`config.mk`:
```
export PLATFORM = sky130hd
export DESIGN_NAME = yfr_ctrl
export DESIGN_NICKNAME = d
export VERILOG_FILES = /design/src/hw/rtl/yfr_pkg.sv /design/src/hw/rtl/yfr_ctrl.sv
export SDC_FILE = /design/constraint.sdc
export NUM_CORES = 1
export LEC_CHECK = 0
export ABC_CLOCK_PERIOD_IN_PS = 1300
export BUFFER_PORTS_ARGS = -buffer_cell sky130_fd_sc_hd__buf_2
export CELL_PAD_IN_SITES_DETAIL_PLACEMENT = 1
export CELL_PAD_IN_SITES_GLOBAL_PLACEMENT = 1
export CORE_AREA = 2 2 39 41
export CTS_CLUSTER_DIAMETER = 80
export DETAILED_ROUTE_END_ITERATION = 7
export DIE_AREA = 0 0 41 43
export HOLD_SLACK_MARGIN = 0.02
export PLACE_DENSITY = 0.54
export SETUP_SLACK_MARGIN = 0.02
export SYNTH_ARGS = -nofsm -noshare
export SYNTH_HDL_FRONTEND = slang
export SYNTH_SLANG_ARGS = --single-unit
```
`constraint.sdc`:
```
create_clock -name clk -period 1.3 [get_ports clk]
set_input_delay 0.13 -clock clk [delete_from_list [all_inputs] [get_ports clk]]
set_output_delay 0.13 -clock clk [all_outputs]
set_load 0.01 [all_outputs]
```
`src/hw/rtl/yfr_pkg.sv`:
```
// shared types and constants of the yuv 4:2:0 frame rotator
`default_nettype none

package yfr_pkg;

  localparam int CFG_W = 10;
  localparam int PIX_W = 8;
  localparam int ROT_W = 2;

  // register indexes (byte address = 4 * index)
  localparam logic [1:0] REG_FRAME_WIDTH  = 2'd0;
  localparam logic [1:0] REG_FRAME_HEIGHT = 2'd1;
  localparam logic [1:0] REG_ROTATION     = 2'd2;

  // rotation codes, clockwise
  localparam logic [ROT_W-1:0] ROT_90  = 2'd0;
  localparam logic [ROT_W-1:0] ROT_180 = 2'd1;
  localparam logic [ROT_W-1:0] ROT_270 = 2'd2;

  typedef enum logic [1:0] {
    PLANE_Y,
    PLANE_U,
    PLANE_V,
    PLANE_DONE
  } plane_t;

  typedef enum logic [1:0] {
    ST_CALC,
    ST_INIT,
    ST_IDLE,
    ST_FETCH
  } state_t;

  typedef struct packed {
    logic             kind;
    logic [PIX_W-1:0] pixel_in;
  } item_t;

  typedef struct packed {
    logic [PIX_W-1:0] pixel_out;
    logic             last;
  } result_t;

  typedef struct packed {
    logic [CFG_W-1:0] frame_width;
    logic [CFG_W-1:0] frame_height;
    logic [ROT_W-1:0] rotation;
  } cfg_t;

  typedef struct packed {
    logic init;
    logic load;
    logic drain;
    logic capture;
  } cmd_t;

  typedef struct packed {
    logic frame_empty;
    logic loader_done;
  } stat_t;

endpackage

`default_nettype wire

```
`src/hw/rtl/yfr_ctrl.sv`:
```
// controller: setup sequencing, input handshake, drain fetch and output valid
`default_nettype none

module yfr_ctrl
  import yfr_pkg::*;
(
  input  wire logic clk,
  input  wire logic rst,
  input  wire logic cfg_restart,
  input  wire logic item_valid,
  input  wire logic item_kind,
  output logic      item_stall,
  output logic      result_valid,
  input  wire logic result_stall,
  input  wire stat_t stat,
  output cmd_t      cmd
);

  state_t state, state_next;
  logic   accept;
  logic   out_free;

  assign item_stall = (state != ST_IDLE) || cfg_restart;
  assign accept     = item_valid && !item_stall;
  assign out_free   = !result_valid || !result_stall;

  always_comb begin
    state_next = state;
    if (cfg_restart) begin
      state_next = ST_CALC;
    end else begin
      unique case (state)
        ST_CALC:  state_next = ST_INIT;
        ST_INIT:  state_next = ST_IDLE;
        ST_IDLE:  if (accept && item_kind) state_next = ST_FETCH;
        ST_FETCH: if (out_free) state_next = ST_IDLE;
      endcase
    end
  end

  always_comb begin
    cmd.init    = (state == ST_INIT);
    cmd.load    = accept && !item_kind && !stat.frame_empty && !stat.loader_done;
    cmd.drain   = accept && item_kind;
    cmd.capture = (state == ST_FETCH) && out_free;
  end

  always_ff @(posedge clk) begin
    if (rst) begin
      state        <= ST_CALC;
      result_valid <= 1'b0;
    end else begin
      state <= state_next;
      if (cmd.capture) begin
        result_valid <= 1'b1;
      end else if (!result_stall) begin
        result_valid <= 1'b0;
      end
    end
  end

endmodule

`default_nettype wire

```
# After elaboration in Yosys (flattened, before gate mapping)
# Cells that the tools add are included.
# totals
ff_bits	3
in_bits	8
output_inout_bits	6
elab_cells	31
# classes
eq_ne	7
mux	5
reduce_logical	17
# op_table
cell	n
one-hot mux 2 bit (4 select lines)	1
logical AND 1 bit	6
logical NOT 1 bit	6
!= test 2 bit (second input constant)	3
== test 2 bit (second input constant)	2
two-way mux 2 bit	2
== test 2 x 1 -> 1 bit (second input constant)	1
logical NOT 2 bit	1
logical OR 1 bit	2
two-way mux 1 bit	2
!= test 2 x 1 -> 1 bit (second input constant)	1
AND reduction 2 bit	1
OR reduction 2 bit	1

# Logic depth before layout (Yosys ltp)
# Gate-level depths: netlist of the first run.
# logic_depth
word_depth	7
mapped_depth	3
depth_no_buf	3

# Least setup slack after synthesis of the first run
# Ideal clock, no wire load.
# synth_timing
kind	reg2out
start	reg state[1]
end	out cmd[2] (netlist name)
arrival_ps	957
required_time_ps	1170
slack_ps	213
stages_incl_launch_ff	4
n_path_buf	0
path_cell_list	dfxtp_1 -> nor3b_2 -> nand2_1 -> nor4_1
# synth_lines
element	line_no	rtl
from (decl)	yfr_ctrl.sv:19	state_t state, state_next;
from (signal assigned)	yfr_ctrl.sv:53	state <= state_next;
to (decl)	yfr_ctrl.sv:16	output cmd_t cmd

==> results.py, run 1 <==
metrics = {
    "outcome": {
        "status": "finished clean",
    },
    "yosys": {
        "yosysSeqAreaShare_pct": 40.3,
        "ys_warn_count": 0,
        "synth_ff_type": "dfxtp_1",
        "yosys-top-cells-count": "3 x dfxtp_1, 3 x nand2_1, 3 x nor2_1",
        "synth_largest_area_cell": "dfxtp_1",
        "synth_cells": 18,
        "synth_fp_nets": 26,
        "ys_ff_latch": 3,
        "synth.area.top_cells": "dfxtp_1 40%, nor3b_2 8.4%, and3_4 7.6%",
        "synth_area_um2": 149,
        "ys_types": 11,
        "avgSynthCellArea_um2": 8.27,
        "synth_top_area_share_pct": 40.3,
        "synthArstFlopShare_pct": 0,
        "synth-edff-count": 0,
    },
    "power": {
        "p_leak_nw": 0.145,
        "peakVddDrop_v": 0.000251,
        "total_power_mw": 0.300,
        "p_per_area_nw_per_um2": 964,
    },
    "drt": {
        "wirelength_um": 474,
        "drc": 0,
        "wl_met1_um": 170,
        "postRouteAntennaNets": 0,
        "wl_met3_um": 89,
        "topRoutingLayerUsed": "met4",
        "vias_per_cell": 3.84,
        "wl_per_cell_um": 8.62,
        "dr.first_iter.drc_count": 1,
        "route.met2.wl_um": 195,
        "dr.pass1.iters": 2,
        "vias": 211,
    },
    "min_path": {
        "hp-class": "input port to flip-flop",
        "hp-start": "rst",
    },
    "clocking": {
        "clk_pin_slew_ps": 40,
        "clk_latency_ps": 230,
        "cts_buffer_depth": 2,
        "cts_max_level": 1,
        "holdBufCountCts": 0,
        "cts_tree": "built",
        "numCtsBuffers": 3,
        "cts_sinks": 3,
        "cts_root_buf": "clkbuf_4",
    },
    "timing": {
        "worst_pin_slew_ps": 182,
        "hold_viol_final": 0,
        "maxSlewHeadroom_pct": 87.8,
        "maxSlewViolCount": 0,
        "clock_skew_ps": 0.0866,
        "max_freq_ghz": 0.789,
        "rsz0062_at_grt": "yes",
        "post-route-period-util_pct": 97.5,
        "setup_viol": 0,
        "fin_hold_ws_ps": 82.2,
        "period_needed_ps": 1270,
        "setup_ws_ps": 32.1,
    },
    "global_routing": {
        "grt.total_usage_pct": 6.81,
        "grt_pass1_vias": 201,
        "grt_start_max_net_pins": 4,
        "grt_overflow_total": 0,
        "antenna_found_initial": 0,
        "grt_pass1_wl_um": 683,
    },
    "setup_path": {
        "crit_chain": "nor3b_4 > buf_4 > and3_4 > buf_6",
        "critical_path_required_ps": 1170,
        "crit_start": "state[0]",
        "cpMaxStageDelayCell": "dfxtp_2",
        "startpoint_type": "flip-flop",
        "worstPathArrival_ps": 1140,
        "slowest_delay_ps": 320,
        "worstPathMaxFanout": 2,
        "crit_type": "flip-flop to output port",
        "worstSetupEndpointType": "output port",
        "rr_startpoint": "state[1]",
    },
    "floorplanning": {
        "initial_utilization_pct": 10.8,
        "core_um2": 1380,
        "num_rows": 14,
        "die_y_um": 43,
        "die-area_um2": 1760,
        "io_pins": 14,
        "die_x_um": 41,
    },
    "placed_design": {
        "gp_congestion": 0.595,
        "dpl.hpwl_um": 367,
        "placed_cell_area_um2": 234,
        "place_ws_ps": 164,
        "port_buffers": 13,
    },
    "cells_and_area": {
        "fin_nets": 48,
        "area_growth_pct": 109,
        "finalInstanceArea_um2": 312,
        "diodes": 0,
        "drive_gt1_share_pct": 66.7,
    },
    "flow_run": {
        "maxCapViolations": 0,
    },
}
[report_power, final]
group / internal (mW) / total [mW] / switching, mW
Sequential: 0.0965 / 0.0990 / 0.00251
Combinational: 0.0203 / 0.0365 / 0.0163
Clock: 0.115 / 0.165 / 0.0496
Total: 0.232 / 0.300 / 0.0684
[worst paths after layout]
path,endpoint,slack [ps],cells after the start
setup / recovery,cmd[1],30,4
hold / removal,state[1],80,2
setup reg to reg,state[0],70,5
hold reg to reg,result_valid,500,2
[per-stage QoR]
step	cells	utilization (%)	TNS, ps
after floorplan	18	-	0
after global placement	47	16.9	0
after detailed placement	47	16.9	0
after CTS	55	22.1	-56.5
after global routing	55	22.5	-71.1
final	55	22.5	0
[critical path, delay by kind of cell (launching register included)]
kind | cells | cell delay [ps]
and+or+nand+nor | 2 | 350
DFF | 1 | 320
buffers and inverters | 2 | 240
[routing by layer]
layer / global-route usage, % / up-vias
li1: - / 105
met1: 5.75 / 88
met2: 8.44 / 16
met3: 5.76 / 2
met4: 8.00 / 0
met5: 0 / -
[cell usage in the layout, fill, tap and decap left out]
cell,Yosys,layout
o31a_1,1,1
and3_4,1,1
nor3_1,1,1
dfxtp_2,0,2
clkbuf_1,0,1
nand2_1,3,3
a21oi_1,2,2
buf_6,0,1
clkbuf_4,0,3
and2b_2,1,1
nor3b_4,0,1
nor4_2,0,1
buf_4,0,4
inv_1,1,1
nor2_1,3,3
buf_2,0,12
dfxtp_1,3,1
[kinds of logic after synthesis]
family | after synthesis | share of synthesized area (%)
AOI/OAI and AO/OA | 3 | 12.6
and+or+nand+nor | 11 | 44.5
DFF | 3 | 40.3
buffers and inverters | 1 | 2.52
[final cells by class]
class | instances | area, um^2
tap | 16 | 20.0
sequential | 3 | 62.6
fill | 172 | 1070
inverter | 1 | 3.75
timing repair buffer | 17 | 101
multi-input combinational | 14 | 97.6
clock buffer | 4 | 26.3
[registers in the layout, summed over array words and instances, names as in the netlist]
name,flops
state,2
result_valid,1
[repair_timing]
| action | in CTS | in global routing |
|---|---|---|
| hold endpoints to repair | 0 | 0 |
| pin swaps | 4 | 1 |
| buffers inserted | 4 | 0 |
| setup endpoints to repair | 2 | 2 |
| gates resized for setup | 4 | 1 |
Note: power is estimated with default switching activity, not from simulation.
==> run 2: changes to the inputs <==
SETUP_SLACK_MARGIN = 0.15   (was 0.02)
==> results.py, run 2 (synthesis gave the netlist of run 1 again) <==
metrics = {
    "outcome": {
        "status": "finished clean",
    },
    "setup_path": {
        "reg2regPathDepth": 5,
        "worstSetupEndpointType": "output port",
        "r2r_setup_slack_ps": 120,
        "worstPathArrival_ps": 1150,
        "worstPathMaxFanout": 2,
        "worst_r2r_endpoint": "state[0]",
        "rr_startpoint": "state[1]",
        "crit_type": "flip-flop to output port",
        "critical_path_required_ps": 1170,
        "startpoint_type": "flip-flop",
    },
    "clocking": {
        "holdBufCountCts": 0,
        "clk_latency_ps": 230,
        "cts_max_level": 1,
        "cts_root_buf": "clkbuf_4",
        "clk_pin_slew_ps": 40,
        "cts_buffer_depth": 2,
        "cts_tree": "built",
        "cts_sinks": 3,
        "numCtsBuffers": 3,
    },
    "timing": {
        "maxSlewViolCount": 0,
        "hold_viol_final": 0,
        "worst_pin_slew_ps": 182,
        "maxSlewHeadroom_pct": 87.8,
        "clock_skew_ps": 0.193,
        "fin_hold_ws_ps": 83.8,
        "period_needed_ps": 1280,
        "rsz0062_at_grt": "yes",
        "setup-tns-final_ps": 0,
        "setup_viol": 0,
        "max_freq_ghz": 0.780,
        "setup_ws_ps": 17.2,
        "post-route-period-util_pct": 98.7,
    },
    "cells_and_area": {
        "drive_gt1_share_pct": 75.6,
        "multi_input_area_um2": 109,
        "fin_nets": 50,
        "largest-register": "state",
        "final_common_cell": "buf_2",
        "register_area_um2": 62.6,
        "diodes": 0,
        "final_cells": 57,
        "final_cell_mix": "10 x buf_2, 5 x buf_6, 4 x buf_4",
        "reg_top3": "state x2, result_valid x1",
        "area_growth_pct": 140,
        "largest_reg_flops": 2,
        "n_fill_cell": 171,
    },
    "power": {
        "total_power_mw": 0.315,
        "peakVddDrop_v": 0.000280,
        "p_leak_nw": 0.175,
        "p_per_area_nw_per_um2": 881,
    },
    "global_routing": {
        "grt.total_usage_pct": 6.91,
        "grt_pass1_vias": 203,
        "grt_pass1_wl_um": 696,
        "antenna_found_initial": 0,
        "grt_start_max_net_pins": 4,
        "grt_overflow_total": 0,
    },
    "floorplanning": {
        "die_x_um": 41,
        "num_rows": 14,
        "initial_utilization_pct": 10.8,
        "die-area_um2": 1760,
        "core_um2": 1380,
        "io_pins": 14,
        "die_y_um": 43,
    },
    "placed_design": {
        "dpl.hpwl_um": 367,
        "port_buffers": 13,
        "gp_congestion": 0.595,
        "post-place-cells": 47,
        "place_ws_ps": 164,
    },
    "min_path": {
        "hold_end": "state[1]",
        "holdPathStages": 2,
        "hp-class": "input port to flip-flop",
        "hp-start": "rst",
    },
    "flow_run": {
        "maxCapViolations": 0,
    },
    "drt": {
        "wirelength_um": 522,
        "wl_per_cell_um": 9.16,
        "vias_per_cell": 3.91,
        "dr.first_iter.drc_count": 0,
        "dr.pass1.iters": 1,
        "drc": 0,
        "postRouteAntennaNets": 0,
        "vias": 223,
    },
}
-- run 2: report_power, final --
part	internal (mW)	total [mW]	switching [mW]	leakage, nW
logic	0.0302	0.0509	0.0207	0.135
registers	0.0965	0.0996	0.00304	0.0253
clock network	0.115	0.165	0.0498	0.0150
-- run 2: routing by layer --
metal,track usage (%),wire (um),vias to the layer above
li1,-,-,110
met1,6.07,180,95
met2,8.44,239,16
met3,5.76,84,2
met4,8.00,18,0
met5,0,0,-
-- run 2: worst max-delay path by stage --
| stage | from | to | cells after the start |
|---|---|---|---|
| 2_1_floorplan | state[1] | cmd[2] | 3 |
| 3_3_place_gp | state[1] | cmd[2] | 4 |
| 3_5_place_dp | state[1] | cmd[2] | 4 |
| 4_1_cts | state[1] | cmd[2] | 4 |
| 5_1_grt | state[0] | cmd[2] | 4 |
| 6_report | state[0] | cmd[1] | 4 |
-- run 2: cell type report --
cell class | instances | share of cell area (%)
clock buffers | 4 | 7.34
flip-flops and latches | 3 | 17.5
well taps | 16 | 5.59
inverters | 1 | 1.05
repair buffers | 19 | 38.1
multi-input cells | 14 | 30.4
-- run 2: stage by stage --
| step | area, um^2 | utilization [%] |
|---|---|---|
| finish | 358 | 25.9 |
| global route | 358 | 25.9 |
| CTS | 314 | 22.7 |
| detailed placement | 234 | 16.9 |
| global placement | 234 | 16.9 |
| floorplan | 149 | - |
-- run 2: critical path, stage by stage (launching register included) --
cell,delay (ps)
dfxtp_2,330
nor3b_4,180
buf_4,140
and3_4,170
buf_6,100
-- run 2: timing repair --
item,CTS,global route
setup buffers,4,2
endpoints found under the setup margin,3,6
gates resized for setup,7,6
pin swaps,5,1
